<file path="src/design/ftlgc_pkg.sv">
package ftlgc_pkg;

  localparam int LOGICAL_PAGES   = 64;
  localparam int BLOCK_COUNT     = 16;
  localparam int PAGES_PER_BLOCK = 16;
  localparam int PHYS_PAGES      = BLOCK_COUNT * PAGES_PER_BLOCK;

  localparam int LP_W  = (LOGICAL_PAGES > 1) ? $clog2(LOGICAL_PAGES) : 1;
  localparam int BLK_W = $clog2(BLOCK_COUNT);
  localparam int PG_W  = (PAGES_PER_BLOCK > 1) ? $clog2(PAGES_PER_BLOCK) : 1;
  localparam int PA_W  = $clog2(PHYS_PAGES);
  localparam int CNT_W = $clog2(PAGES_PER_BLOCK + 1);

  typedef logic [LP_W-1:0]  lp_t;
  typedef logic [BLK_W-1:0] blk_t;
  typedef logic [PG_W-1:0]  pg_t;
  typedef logic [BLK_W:0]   blkc_t;
  typedef logic [PG_W:0]    pgc_t;
  typedef logic [PA_W-1:0]  pa_t;
  typedef logic [CNT_W-1:0] cnt_t;

  typedef struct packed {
    blk_t blk;
    pg_t  pg;
  } loc_t;

  typedef enum logic [1:0] {
    PS_FREE    = 2'd0,
    PS_VALID   = 2'd1,
    PS_INVALID = 2'd2
  } pstat_t;

  typedef enum logic [1:0] {
    RK_READ  = 2'd0,
    RK_WRITE = 2'd1,
    RK_MOVE  = 2'd2,
    RK_ERASE = 2'd3
  } rkind_t;

  typedef enum logic [1:0] {
    ST_OK     = 2'd0,
    ST_RANGE  = 2'd1,
    ST_UNMAP  = 2'd2,
    ST_NOFREE = 2'd3
  } status_t;

  localparam logic KIND_READ = 1'b0;

  typedef enum logic [1:0] {
    CTX_W1,
    CTX_GC,
    CTX_W2
  } ctx_t;

  typedef enum logic [4:0] {
    S_CLR,
    S_IDLE,
    S_START,
    S_RD_W,
    S_RD_ANS,
    S_WINV_W,
    S_WINV,
    S_FF_ISS,
    S_FF_CHK,
    S_PLACE,
    S_NOFREE,
    S_VS_ISS,
    S_VS_CHK,
    S_MV_ISS,
    S_MV_CHK,
    S_MV_DO,
    S_MV_SRC,
    S_ER_ISS,
    S_ER_CHK,
    S_ER_EMIT
  } state_t;

  function automatic pa_t phys_addr(input logic [31:0] b, input logic [31:0] p);
    return PA_W'(b * PAGES_PER_BLOCK + p);
  endfunction

  function automatic logic [3:0] nib(input logic [31:0] v);
    return v[3:0];
  endfunction

endpackage

</file>
<file path="src/design/ftlgc_ram.sv">
module ftlgc_ram #(
  parameter int WIDTH = 8,
  parameter int DEPTH = 64
) (
  input  logic                                      clk,
  input  logic                                      we,
  input  logic [((DEPTH > 1) ? $clog2(DEPTH) : 1)-1:0] waddr,
  input  logic [WIDTH-1:0]                          wdata,
  input  logic [((DEPTH > 1) ? $clog2(DEPTH) : 1)-1:0] raddr,
  output logic [WIDTH-1:0]                          rdata
);
  logic [WIDTH-1:0] mem [DEPTH];

  always_ff @(posedge clk) begin
    if (we) begin
      mem[waddr] <= wdata;
    end
    rdata <= mem[raddr];
  end
endmodule

</file>
<file path="src/design/ftl_page_map_greedy_gc.sv">
// page-mapping flash translation layer with greedy garbage collection
// input channel: in_valid / in_stall with in_kind (0 read, 1 write) and
//   in_logical_page; one request is taken only while the block is idle
// result channel: out_valid / out_stall, one result per accepted transfer,
//   out_last marks the final result of a request
// a read gives one result; a write examines pages with the free-page scan
//   until it finds a free page
// when no page is free, garbage collection runs: the victim scan reads every
//   physical page, each page move repeats the free-page scan, and the erase
//   walks the victim block page by page
// all scans go through the single read port of the page status memory
// after reset the page status memory is cleared, one page a cycle, while
//   in_stall stays high
// results sit in an output register; while the receiver stalls, the
//   sequencer holds before its next result and the register keeps its data
module ftl_page_map_greedy_gc (
  input  logic       clk,
  input  logic       rst_n,
  input  logic       in_valid,
  output logic       in_stall,
  input  logic       in_kind,
  input  logic [7:0] in_logical_page,
  output logic       out_valid,
  input  logic       out_stall,
  output logic [1:0] out_result_kind,
  output logic [1:0] out_status,
  output logic [3:0] out_phys_block,
  output logic [3:0] out_phys_page,
  output logic [3:0] out_source_block,
  output logic [3:0] out_source_page,
  output logic       out_last
);
  import ftlgc_pkg::*;

  state_t state_r, state_nxt;
  ctx_t   ctx_r, ctx_nxt;
  logic   kind_r, kind_nxt;
  logic [7:0] lp_r, lp_nxt;
  pa_t    clr_r, clr_nxt;
  blkc_t  fb_r, fb_nxt;
  pgc_t   fp_r, fp_nxt;
  logic   skip_r, skip_nxt;
  loc_t   dst_r, dst_nxt;
  blk_t   vb_r, vb_nxt;
  pgc_t   vp_r, vp_nxt;
  cnt_t   cnt_r, cnt_nxt;
  cnt_t   best_r, best_nxt;
  blk_t   vic_r, vic_nxt;
  logic   first_r, first_nxt;
  pgc_t   mpg_r, mpg_nxt;
  lp_t    own_r, own_nxt;
  logic [LOGICAL_PAGES-1:0] mval_r, mval_nxt;

  logic       ov_r, ov_nxt;
  logic [1:0] ok_r, ok_nxt, os_r, os_nxt;
  logic [3:0] ob_r, ob_nxt, op_r, op_nxt, osb_r, osb_nxt, osp_r, osp_nxt;
  logic       ol_r, ol_nxt;

  logic   ps_we;
  pa_t    ps_waddr, ps_raddr;
  pstat_t ps_wdata;
  logic [1:0] ps_rd;
  logic   rv_we;
  pa_t    rv_waddr, rv_raddr;
  lp_t    rv_wdata, rv_rd;
  logic   mp_we;
  lp_t    mp_waddr, mp_raddr;
  loc_t   mp_wdata, mp_rd;

  logic   out_free, emit;
  logic [1:0] e_kind, e_stat;
  logic [3:0] e_blk, e_pg, e_sblk, e_spg;
  logic   e_last;
  lp_t    lpi;
  cnt_t   cinc;

  ftlgc_ram #(.WIDTH(2), .DEPTH(PHYS_PAGES)) u_ps (
    .clk(clk), .we(ps_we), .waddr(ps_waddr), .wdata(ps_wdata),
    .raddr(ps_raddr), .rdata(ps_rd)
  );
  ftlgc_ram #(.WIDTH(LP_W), .DEPTH(PHYS_PAGES)) u_rv (
    .clk(clk), .we(rv_we), .waddr(rv_waddr), .wdata(rv_wdata),
    .raddr(rv_raddr), .rdata(rv_rd)
  );
  ftlgc_ram #(.WIDTH($bits(loc_t)), .DEPTH(LOGICAL_PAGES)) u_mp (
    .clk(clk), .we(mp_we), .waddr(mp_waddr), .wdata(mp_wdata),
    .raddr(mp_raddr), .rdata(mp_rd)
  );

  assign lpi      = lp_r[LP_W-1:0];
  assign out_free = !ov_r || !out_stall;
  assign in_stall = (state_r != S_IDLE);

  always_comb begin
    state_nxt = state_r;
    ctx_nxt   = ctx_r;
    kind_nxt  = kind_r;
    lp_nxt    = lp_r;
    clr_nxt   = clr_r;
    fb_nxt    = fb_r;
    fp_nxt    = fp_r;
    skip_nxt  = skip_r;
    dst_nxt   = dst_r;
    vb_nxt    = vb_r;
    vp_nxt    = vp_r;
    cnt_nxt   = cnt_r;
    best_nxt  = best_r;
    vic_nxt   = vic_r;
    first_nxt = first_r;
    mpg_nxt   = mpg_r;
    own_nxt   = own_r;
    mval_nxt  = mval_r;
    ps_we     = 1'b0;
    ps_waddr  = '0;
    ps_wdata  = PS_FREE;
    ps_raddr  = '0;
    rv_we     = 1'b0;
    rv_waddr  = '0;
    rv_wdata  = '0;
    rv_raddr  = '0;
    mp_we     = 1'b0;
    mp_waddr  = '0;
    mp_wdata  = '0;
    mp_raddr  = lpi;
    emit      = 1'b0;
    e_kind    = RK_READ;
    e_stat    = ST_OK;
    e_blk     = '0;
    e_pg      = '0;
    e_sblk    = '0;
    e_spg     = '0;
    e_last    = 1'b0;
    cinc      = cnt_r + ((ps_rd == PS_INVALID) ? CNT_W'(1) : CNT_W'(0));

    unique case (state_r)
      S_CLR: begin
        ps_we    = 1'b1;
        ps_waddr = clr_r;
        ps_wdata = PS_FREE;
        clr_nxt  = clr_r + PA_W'(1);
        if (clr_r == PA_W'(PHYS_PAGES - 1)) begin
          state_nxt = S_IDLE;
        end
      end
      S_IDLE: begin
        if (in_valid) begin
          kind_nxt  = in_kind;
          lp_nxt    = in_logical_page;
          state_nxt = S_START;
        end
      end
      S_START: begin
        if (32'(lp_r) >= LOGICAL_PAGES) begin
          if (out_free) begin
            emit      = 1'b1;
            e_kind    = (kind_r == KIND_READ) ? RK_READ : RK_WRITE;
            e_stat    = ST_RANGE;
            e_last    = 1'b1;
            state_nxt = S_IDLE;
          end
        end else if (kind_r == KIND_READ) begin
          if (mval_r[lpi]) begin
            state_nxt = S_RD_W;
          end else if (out_free) begin
            emit      = 1'b1;
            e_kind    = RK_READ;
            e_stat    = ST_UNMAP;
            e_last    = 1'b1;
            state_nxt = S_IDLE;
          end
        end else if (mval_r[lpi]) begin
          state_nxt = S_WINV_W;
        end else begin
          fb_nxt    = '0;
          fp_nxt    = '0;
          skip_nxt  = 1'b0;
          ctx_nxt   = CTX_W1;
          state_nxt = S_FF_ISS;
        end
      end
      S_RD_W: begin
        state_nxt = S_RD_ANS;
      end
      S_RD_ANS: begin
        if (out_free) begin
          emit      = 1'b1;
          e_kind    = RK_READ;
          e_stat    = ST_OK;
          e_blk     = nib(32'(mp_rd.blk));
          e_pg      = nib(32'(mp_rd.pg));
          e_last    = 1'b1;
          state_nxt = S_IDLE;
        end
      end
      S_WINV_W: begin
        state_nxt = S_WINV;
      end
      S_WINV: begin
        ps_we          = 1'b1;
        ps_waddr       = phys_addr(32'(mp_rd.blk), 32'(mp_rd.pg));
        ps_wdata       = PS_INVALID;
        mval_nxt[lpi]  = 1'b0;
        fb_nxt         = '0;
        fp_nxt         = '0;
        skip_nxt       = 1'b0;
        ctx_nxt        = CTX_W1;
        state_nxt      = S_FF_ISS;
      end
      S_FF_ISS: begin
        if (fb_r == (BLK_W + 1)'(BLOCK_COUNT)) begin
          unique case (ctx_r)
            CTX_W1: begin
              vb_nxt    = '0;
              vp_nxt    = '0;
              cnt_nxt   = '0;
              first_nxt = 1'b1;
              state_nxt = S_VS_ISS;
            end
            CTX_GC: begin
              mpg_nxt   = mpg_r + (PG_W + 1)'(1);
              state_nxt = S_MV_ISS;
            end
            default: begin
              state_nxt = S_NOFREE;
            end
          endcase
        end else if (skip_r && (fb_r[BLK_W-1:0] == vic_r)) begin
          fb_nxt = fb_r + (BLK_W + 1)'(1);
          fp_nxt = '0;
        end else begin
          ps_raddr  = phys_addr(32'(fb_r), 32'(fp_r));
          state_nxt = S_FF_CHK;
        end
      end
      S_FF_CHK: begin
        if (ps_rd == PS_FREE) begin
          dst_nxt.blk = fb_r[BLK_W-1:0];
          dst_nxt.pg  = fp_r[PG_W-1:0];
          state_nxt   = (ctx_r == CTX_GC) ? S_MV_DO : S_PLACE;
        end else begin
          if (fp_r == (PG_W + 1)'(PAGES_PER_BLOCK - 1)) begin
            fb_nxt = fb_r + (BLK_W + 1)'(1);
            fp_nxt = '0;
          end else begin
            fp_nxt = fp_r + (PG_W + 1)'(1);
          end
          state_nxt = S_FF_ISS;
        end
      end
      S_PLACE: begin
        if (out_free) begin
          ps_we         = 1'b1;
          ps_waddr      = phys_addr(32'(dst_r.blk), 32'(dst_r.pg));
          ps_wdata      = PS_VALID;
          rv_we         = 1'b1;
          rv_waddr      = ps_waddr;
          rv_wdata      = lpi;
          mp_we         = 1'b1;
          mp_waddr      = lpi;
          mp_wdata      = dst_r;
          mval_nxt[lpi] = 1'b1;
          emit          = 1'b1;
          e_kind        = RK_WRITE;
          e_stat        = ST_OK;
          e_blk         = nib(32'(dst_r.blk));
          e_pg          = nib(32'(dst_r.pg));
          e_last        = 1'b1;
          state_nxt     = S_IDLE;
        end
      end
      S_NOFREE: begin
        if (out_free) begin
          emit      = 1'b1;
          e_kind    = RK_WRITE;
          e_stat    = ST_NOFREE;
          e_last    = 1'b1;
          state_nxt = S_IDLE;
        end
      end
      S_VS_ISS: begin
        ps_raddr  = phys_addr(32'(vb_r), 32'(vp_r));
        state_nxt = S_VS_CHK;
      end
      S_VS_CHK: begin
        state_nxt = S_VS_ISS;
        if (vp_r == (PG_W + 1)'(PAGES_PER_BLOCK - 1)) begin
          if (first_r || (cinc > best_r)) begin
            best_nxt = cinc;
            vic_nxt  = vb_r;
          end
          first_nxt = 1'b0;
          cnt_nxt   = '0;
          vp_nxt    = '0;
          if (vb_r == BLK_W'(BLOCK_COUNT - 1)) begin
            mpg_nxt   = '0;
            state_nxt = S_MV_ISS;
          end else begin
            vb_nxt = vb_r + BLK_W'(1);
          end
        end else begin
          cnt_nxt = cinc;
          vp_nxt  = vp_r + (PG_W + 1)'(1);
        end
      end
      S_MV_ISS: begin
        if (mpg_r == (PG_W + 1)'(PAGES_PER_BLOCK)) begin
          mpg_nxt   = '0;
          state_nxt = S_ER_ISS;
        end else begin
          ps_raddr  = phys_addr(32'(vic_r), 32'(mpg_r));
          rv_raddr  = ps_raddr;
          state_nxt = S_MV_CHK;
        end
      end
      S_MV_CHK: begin
        if (ps_rd == PS_VALID) begin
          own_nxt   = rv_rd;
          fb_nxt    = '0;
          fp_nxt    = '0;
          skip_nxt  = 1'b1;
          ctx_nxt   = CTX_GC;
          state_nxt = S_FF_ISS;
        end else begin
          mpg_nxt   = mpg_r + (PG_W + 1)'(1);
          state_nxt = S_MV_ISS;
        end
      end
      S_MV_DO: begin
        if (out_free) begin
          ps_we     = 1'b1;
          ps_waddr  = phys_addr(32'(dst_r.blk), 32'(dst_r.pg));
          ps_wdata  = PS_VALID;
          rv_we     = 1'b1;
          rv_waddr  = ps_waddr;
          rv_wdata  = own_r;
          mp_we     = 1'b1;
          mp_waddr  = own_r;
          mp_wdata  = dst_r;
          emit      = 1'b1;
          e_kind    = RK_MOVE;
          e_stat    = ST_OK;
          e_blk     = nib(32'(dst_r.blk));
          e_pg      = nib(32'(dst_r.pg));
          e_sblk    = nib(32'(vic_r));
          e_spg     = nib(32'(mpg_r));
          state_nxt = S_MV_SRC;
        end
      end
      S_MV_SRC: begin
        ps_we     = 1'b1;
        ps_waddr  = phys_addr(32'(vic_r), 32'(mpg_r));
        ps_wdata  = PS_INVALID;
        mpg_nxt   = mpg_r + (PG_W + 1)'(1);
        state_nxt = S_MV_ISS;
      end
      S_ER_ISS: begin
        if (mpg_r == (PG_W + 1)'(PAGES_PER_BLOCK)) begin
          state_nxt = S_ER_EMIT;
        end else begin
          ps_raddr  = phys_addr(32'(vic_r), 32'(mpg_r));
          rv_raddr  = ps_raddr;
          state_nxt = S_ER_CHK;
        end
      end
      S_ER_CHK: begin
        if (ps_rd == PS_VALID) begin
          mval_nxt[rv_rd] = 1'b0;
        end
        ps_we     = 1'b1;
        ps_waddr  = phys_addr(32'(vic_r), 32'(mpg_r));
        ps_wdata  = PS_FREE;
        mpg_nxt   = mpg_r + (PG_W + 1)'(1);
        state_nxt = S_ER_ISS;
      end
      S_ER_EMIT: begin
        if (out_free) begin
          emit      = 1'b1;
          e_kind    = RK_ERASE;
          e_stat    = ST_OK;
          e_blk     = nib(32'(vic_r));
          fb_nxt    = '0;
          fp_nxt    = '0;
          skip_nxt  = 1'b0;
          ctx_nxt   = CTX_W2;
          state_nxt = S_FF_ISS;
        end
      end
      default: begin
        state_nxt = S_IDLE;
      end
    endcase
  end

  always_comb begin
    ov_nxt  = ov_r && out_stall;
    ok_nxt  = ok_r;
    os_nxt  = os_r;
    ob_nxt  = ob_r;
    op_nxt  = op_r;
    osb_nxt = osb_r;
    osp_nxt = osp_r;
    ol_nxt  = ol_r;
    if (emit) begin
      ov_nxt  = 1'b1;
      ok_nxt  = e_kind;
      os_nxt  = e_stat;
      ob_nxt  = e_blk;
      op_nxt  = e_pg;
      osb_nxt = e_sblk;
      osp_nxt = e_spg;
      ol_nxt  = e_last;
    end
  end

  always_ff @(posedge clk) begin
    if (!rst_n) begin
      state_r <= S_CLR;
      clr_r   <= '0;
      mval_r  <= '0;
      ov_r    <= 1'b0;
    end else begin
      state_r <= state_nxt;
      clr_r   <= clr_nxt;
      mval_r  <= mval_nxt;
      ov_r    <= ov_nxt;
    end
  end

  always_ff @(posedge clk) begin
    ctx_r   <= ctx_nxt;
    kind_r  <= kind_nxt;
    lp_r    <= lp_nxt;
    fb_r    <= fb_nxt;
    fp_r    <= fp_nxt;
    skip_r  <= skip_nxt;
    dst_r   <= dst_nxt;
    vb_r    <= vb_nxt;
    vp_r    <= vp_nxt;
    cnt_r   <= cnt_nxt;
    best_r  <= best_nxt;
    vic_r   <= vic_nxt;
    first_r <= first_nxt;
    mpg_r   <= mpg_nxt;
    own_r   <= own_nxt;
    ok_r    <= ok_nxt;
    os_r    <= os_nxt;
    ob_r    <= ob_nxt;
    op_r    <= op_nxt;
    osb_r   <= osb_nxt;
    osp_r   <= osp_nxt;
    ol_r    <= ol_nxt;
  end

  assign out_valid        = ov_r;
  assign out_result_kind  = ok_r;
  assign out_status       = os_r;
  assign out_phys_block   = ob_r;
  assign out_phys_page    = op_r;
  assign out_source_block = osb_r;
  assign out_source_page  = osp_r;
  assign out_last         = ol_r;
endmodule

</file>
<file path="config.mk">
export PLATFORM = sky130hd
export DESIGN_NAME = ftl_page_map_greedy_gc
export DESIGN_NICKNAME = d
export VERILOG_FILES = /design/src/design/ftlgc_pkg.sv /design/src/design/ftlgc_ram.sv /design/src/design/ftl_page_map_greedy_gc.sv
export SDC_FILE = /design/constraint.sdc
export NUM_CORES = 2
export LEC_CHECK = 0
export BUFFER_PORTS_ARGS = -buffer_cell sky130_fd_sc_hd__buf_2
export CAP_MARGIN = 10
export CELL_PAD_IN_SITES_DETAIL_PLACEMENT = 1
export CELL_PAD_IN_SITES_GLOBAL_PLACEMENT = 1
export CORE_ASPECT_RATIO = 0.7
export CORE_MARGIN = 10
export CORE_UTILIZATION = 53
export DETAILED_ROUTE_END_ITERATION = 10
export GPL_ROUTABILITY_DRIVEN = 0
export PLACE_DENSITY = 0.78
export SETUP_SLACK_MARGIN = 0.2
export SYNTH_ARGS = -nofsm -noshare
export SYNTH_HDL_FRONTEND = slang
export SYNTH_SLANG_ARGS = --single-unit
</file>
<file path="constraint.sdc">
create_clock -name clk -period 14 [get_ports clk]
set_input_delay 1.4 -clock clk [delete_from_list [all_inputs] [get_ports clk]]
set_output_delay 1.4 -clock clk [all_outputs]
set_load 0.005 [all_outputs]
</file>
==> After elaboration in Yosys (flattened, before gate mapping) <==
Memories as Yosys holds them, arrays and structs flattened. A register that Yosys moved wholly into a read port is not among the register bits.
Index checks and enable logic that the tools add are counted.
{ "totals": {"regBits": 164, "mem_bits_rw": 2560, "input_bits": 13, "output_inout_bits": 23, "wordCells": 268, "n_memories": 3} }
{ "memory_table": {"columns": ["name", "words", "word_bits", "rd", "rd_clocked_by_memory_dff", "wr", "line_no", "source"], "rows": [
  ["u_rv.mem", 256, 6, 1, 1, 1, "ftlgc_ram.sv:12", "logic [WIDTH-1:0] mem [DEPTH];"],
  ["u_mp.mem", 64, 8, 1, 1, 1, "ftlgc_ram.sv:12", null],
  ["u_ps.mem", 256, 2, 1, 1, 1, "ftlgc_ram.sv:12", null]
]} }
{ "op_classes": {"add_sub_neg": 12, "n_lt_le_gt_ge": 6, "eq_ne": 53, "muxes": 124, "n_bitwise": 5, "n_reduce_logical": 38} }
{ "op_table": {"columns": ["cell", "count"], "rows": [
  ["64-bit one-hot mux with 3 select lines", 1],
  ["5-bit two-way mux", 34],
  ["64-bit AND", 2],
  ["64-bit two-way mux", 2],
  ["64-bit NOT", 2],
  ["5-bit one-hot mux with 18 select lines", 1],
  ["8-bit two-way mux", 8],
  ["64-bit OR", 1],
  ["5-bit one-hot mux with 6 select lines", 2],
  ["5-bit by 4-bit equality test with 1-bit output, second input constant", 10],
  ["4-bit two-way mux", 11],
  ["2-bit inequality test, second input constant", 21],
  ["8-bit one-hot mux with 4 select lines", 1],
  ["5-bit equality test, second input constant", 6],
  ["1-bit two-way mux", 26],
  ["5-bit one-hot mux with 5 select lines", 1],
  ["8-bit by 5-bit adder with 8-bit output", 3],
  ["2-bit two-way mux", 12],
  ["8-bit one-hot mux with 3 select lines", 1],
  ["5-bit by 1-bit adder with 5-bit output, second input constant", 4],
  ["5-bit by 3-bit equality test with 1-bit output, second input constant", 4],
  ["5-bit one-hot mux with 2 select lines", 2],
  ["8-bit by 4-bit adder with 8-bit output", 2],
  ["2-bit one-hot mux with 4 select lines", 2],
  ["50 further kinds", 79]
]} }

==> Logic depth before layout (Yosys ltp) <==
{ "logic_depth": {"word_depth": 8, "depth_mapped": 17} }

==> Cells and area by module <==
A second synthesis with hierarchy kept.
{ "hier_totals": {"cells_unflattened": 6221, "area_unflattened_um2": 111171.6} }
{ "by_module_without_submodules": {"columns": ["mod", "instances", "cells_each", "area_per_inst_um2", "seq_area_each_um2"], "rows": [
  ["ftlgc_ram (u_rv)", 1, 2964, 60073.9, 46244.4],
  ["ftlgc_ram (u_ps)", 1, 1242, 21381.8, 15414.8],
  ["ftlgc_ram (u_mp)", 1, 972, 20190.6, 15534.9],
  ["ftl_page_map_greedy_gc", 1, 1043, 9525.4, 4113.9]
]} }

==> Worst setup path before layout <==
Ideal clock, no wire load.
{ "synth_timing": {"path_kind": "register to register", "start": "register state_r[3]", "end": "memory u_ps.mem[0][1] (data pin)", "setup_time_ns": 2.096, "t_arrival_ns": 10.535, "t_required_ns": 11.904, "path_slack_ns": 1.369, "path_stages_with_launch": 5, "path_buffers": 3, "synth_period_minus_slack_ns": 12.631, "cell_sequence": "dfxtp_1 > buf_2 > buf_1 > buf_1 > nor3_1"} }
{ "synth_via": {"elab_chain_len": 3, "elab_cells_between_ends": 7, "cone_classes": "eq/ne (4); mux (1); reduce/logical (2)"} }
{ "synth_rtl": {"columns": ["item", "line_no", "source"], "rows": [
  ["start: declaration", "ftl_page_map_greedy_gc.sv:35", "state_t state_r, state_nxt;"],
  ["start signal: assignment", "ftl_page_map_greedy_gc.sv:422", "state_r <= state_nxt;"],
  ["5-bit equality test (tied with other cells)", "ftl_page_map_greedy_gc.sv:135", "unique case (state_r)"],
  ["2-bit OR reduction (no line)", null, null],
  ["2-bit one-hot mux with 2 select lines *", "ftl_page_map_greedy_gc.sv:135", null],
  ["named net ps_wdata[1]", "ftl_page_map_greedy_gc.sv:61", "pstat_t ps_wdata;"],
  ["end: declaration", "ftlgc_ram.sv:12", null]
]} }
Mark *: on every way through the listed nets, which the timed path passes. The rest lies on a longest branch.

==> Worst setup path in the final report <==
{ "layout_timing": {"start": "register state_r[3]", "end": "register u_rv.rdata[4], read port of u_rv.mem"} }
{ "layout_via": {"elab_chain_len": 3, "elab_cells_between_ends": 4, "cone_classes": "eq/ne (2); mux (1); reduce/logical (1)"} }
{ "layout_rtl": {"columns": ["item", "line_no", "source"], "rows": [
  ["5-bit equality test or 5-bit by 4-bit equality test with 1-bit output (tied branches)", "ftl_page_map_greedy_gc.sv:135", null],
  ["2-bit OR reduction (no line) *", null, null],
  ["8-bit two-way mux *", null, null],
  ["end: declaration", "ftlgc_ram.sv:10", "output logic [WIDTH-1:0] rdata"]
]} }
Every way passes the cells marked *; elsewhere a longest branch is shown, timed or not.
A chain may end at the register's enable or synchronous reset.

==> flow_metrics.py <==
metrics = {
    "clock_network": {
        "numCtsBuffers": 270,
        "insertion_delay_ps": 860,
        "htree_levels": 5,
        "cts_resized": 0,
        "cts_root_buf": "clkbuf_16",
        "cts_setup_buffers": 0,
        "clock_path_buffers": 4,
        "cts_sinks": 2739,
        "cts_tree": "done",
        "clkTransAtPathRegs_ps": 70,
        "holdBufCountCts": 0,
    },
    "worst_setup_path": {
        "crit_type": "flop to flop",
        "crit_path_frequent_cell": "buf_4",
        "cp.required_ps": 14790,
        "path_cells": "or3b_4, a211o_4, buf_4, buf_4, buf_4, buf_4, mux2i_1, a211oi_1, a211oi_1, a211oi_1, a311oi_1, nor4_1, a31o_1",
        "cpPeakStageDelay_ps": 950,
        "crit_family": "buffers and inverters",
        "critical_path_buf_inv_count": 4,
        "crit_path_max_fanout": 77,
        "cpMaxStageDelayCell": "nor4_1",
        "endpoint_kind": "flop",
        "crit_arrival_ps": 8870,
        "crit_path_start_kind": "flop",
    },
    "grt": {
        "grt_overflow": 0,
        "groute.usage.overall_pct": 29.9,
        "antenna_found_initial": 16,
        "grt_max_degree": 257,
        "grt_pass1_vias": 77000,
        "grt_pass1_wl_um": 525000,
    },
    "synthesis": {
        "syn_area_per_cell_um2": 13.6,
        "async_flop_share_pct": 0,
        "synth_ff_type": "edfxtp_1",
        "synth_xor_area_share_pct": 0.217,
        "synth_edf_count": 2645,
        "synth.ff_latch_count": 2739,
        "synth_compound_area_share_pct": 7.94,
        "yosysWarningCount": 0,
        "syn-num-nets": 8381,
        "syn_inst": 8345,
        "synthMuxAreaShare_pct": 4.79,
        "synth_simple_gate_area_share_pct": 12.4,
        "yosysSeqAreaShare_pct": 71.9,
        "yosysUniqueCellTypes": 86,
        "synth_top_family_by_area": "simple AND/OR/NAND/NOR gates",
        "synthAdderAreaFrac_pct": 0.254,
        "synthesis.area_mm2": 0.113,
    },
    "routing": {
        "routedWlPerCell_um": 31.8,
        "antenna_left": 0,
        "vias": 75800,
        "routed_via_density": 6.77,
        "routed_wl_um": 357000,
        "drt-pass1-iter-count": 8,
        "drcViolationCount": 0,
        "drtIter0Drc": 11200,
    },
    "finish": {
        "nets": 8258,
        "fin_area_mm2": 0.124,
        "instances_no_fill": 11200,
        "drive_above_1_share_pct": 7.81,
        "fill_cells": 20000,
        "syn_to_final_growth_pct": 9.81,
    },
    "placement": {
        "place_area_mm2": 0.116,
        "placed_cells": 10700,
        "dpl.hpwl_um": 206000,
        "post-place-ws_ps": 6300,
        "portBuffers": 35,
    },
    "floorplan": {
        "fp.coreArea_mm2": 0.212,
        "start_util_pct": 53.4,
        "die_w_um": 572,
        "die_area_mm2": 0.233,
        "die_y_um": 407,
        "boundaryPins": 36,
        "rows": 141,
    },
    "power": {
        "power_frac_seq_pct": 55.4,
        "p_sw_share_pct": 19.8,
        "p_clk_share_pct": 44.3,
        "p_comb_share_pct": 0.3,
        "switching_power_uw": 3170,
        "power.internal_uw": 12800,
        "peakVddDrop_mv": 0.131,
        "p_leak_uw": 0.0374,
        "power_density_mw_per_mm2": 128,
    },
    "timing": {
        "max_freq_ghz": 0.124,
        "setup_slack_ps": 5920,
        "tightestPinTransition_ps": 1370,
        "slew_viol_final": 0,
        "finalSetupViolations": 0,
        "rsz0062_at_grt": "false",
        "hold_viol_final": 0,
        "min_period_over_period_pct": 57.7,
        "period_needed_ps": 8080,
        "slew_headroom_pct": 7.86,
        "skew_ps": 45.1,
        "tns_ps": 0,
        "holdWs_ps": 480,
    },
    "min_path": {
        "hp-class": "flop to flop",
    },
    "job": {
        "timing.max_cap.violations": 0,
    },
    "status": {
        "outcome": "completed",
    },
}
-- power by group through the flow --
stage               registers, µW  logic [µW]  clock network (µW)
global placement             9020        42.5                   0
floorplan                    9020        23.3                   0
finish                       8850        45.8                7070
global route                 8840        47.8                7440
detailed placement           9020        44.7                   0
CTS                          8850        45.0                7090
-- stage by stage --
stage	power [µW]	util [%]
6_report	16000	58.7
5_1_grt	16300	58.7
4_1_cts	16000	58.7
3_5_place_dp	9070	54.8
3_3_place_gp	9070	54.8
2_1_floorplan	9050	-
-- worst paths after layout --
path,from,end,slack [ps],cells after the start
max,state_r[3],u_rv.rdata[4],5920,13
max reg2reg,state_r[3],u_rv.rdata[4],5920,13
min,mval_r[38],mval_r[38],480,2
min reg2reg,mval_r[38],mval_r[38],480,2
-- worst min-delay path: cells and delay by family, from the launching register on --
| kind | cells | cell delay, ps |
|---|---|---|
| AO/OA/AOI/OAI | 2 | 130 |
| flip-flops | 1 | 300 |
-- layout by cell type (no fill, tap or decap), drive strengths merged, types with 85 or more instances in the layout --
master and n:
clkbuf 353, nand3 691, nand2 1287, edfxtp 2645, buf 204, a22oi 338, a311oi 87, mux2i 517
nor2 681, and3 194, a211oi 221, clkinv 85, dfxtp 94, o21ai 102
-- cell usage after synthesis (73+ instances only) --
cell type,n,area (µm²)
mux2i_1,517,5170
a311oi_1,87,762
nand2_1,1287,4830
o21ai_0,99,495
dfxtp_1,94,1880
a211oi_1,217,1630
clkbuf_1,362,1360
edfxtp_1,2645,79400
nor2_1,681,2560
a22oi_1,338,2540
buf_2,127,636
and3_1,194,1210
nand4_1,73,457
nand3_1,691,3460
-- logic make-up after synthesis --
group,Yosys count
simple gates,3159
flops,2739
compound gates,1196
buf+inv,669
mux,531
xor+xnor,28
fa+ha+maj,23
-- flip-flops by register name, summed over array words and instances, names as in the netlist, 5 cells and up --
name / flops
own_r: 6
clr_r: 8
dst_r: 8
u_ps.mem: 512
fp_r: 5
vp_r: 5
mval_r: 64
lp_r: 8
u_rv.mem: 1536
state_r: 5
fb_r: 5
best_r: 5
mpg_r: 5
u_mp.rdata: 8
u_rv.rdata: 6
u_mp.mem: 512
cnt_r: 5
-- metal layers --
metal | track usage [%] | part of all wire, % | up-vias
met5 | 0 | 0.051 | -
met4 | 9.79 | 3.6 | 24
met3 | 7.02 | 11 | 835
met2 | 45.3 | 45 | 4588
met1 | 42.9 | 40 | 39000
li1 | - | - | 31400
-- layout make-up --
| class | instances | area, µm² | share of cell area (%) |
|---|---|---|---|
| antenna | 4 | 10.0 | 0.00806 |
| multi-input combinational | 4937 | 29300 | 23.6 |
| sequential | 2739 | 81300 | 65.5 |
| clock buffer | 352 | 7330 | 5.90 |
| inverter | 69 | 297 | 0.239 |
| tap | 2788 | 3490 | 2.81 |
| timing repair buffer | 205 | 1580 | 1.27 |
| clock inverter | 113 | 920 | 0.740 |
Power figures use the tool's default switching activity.
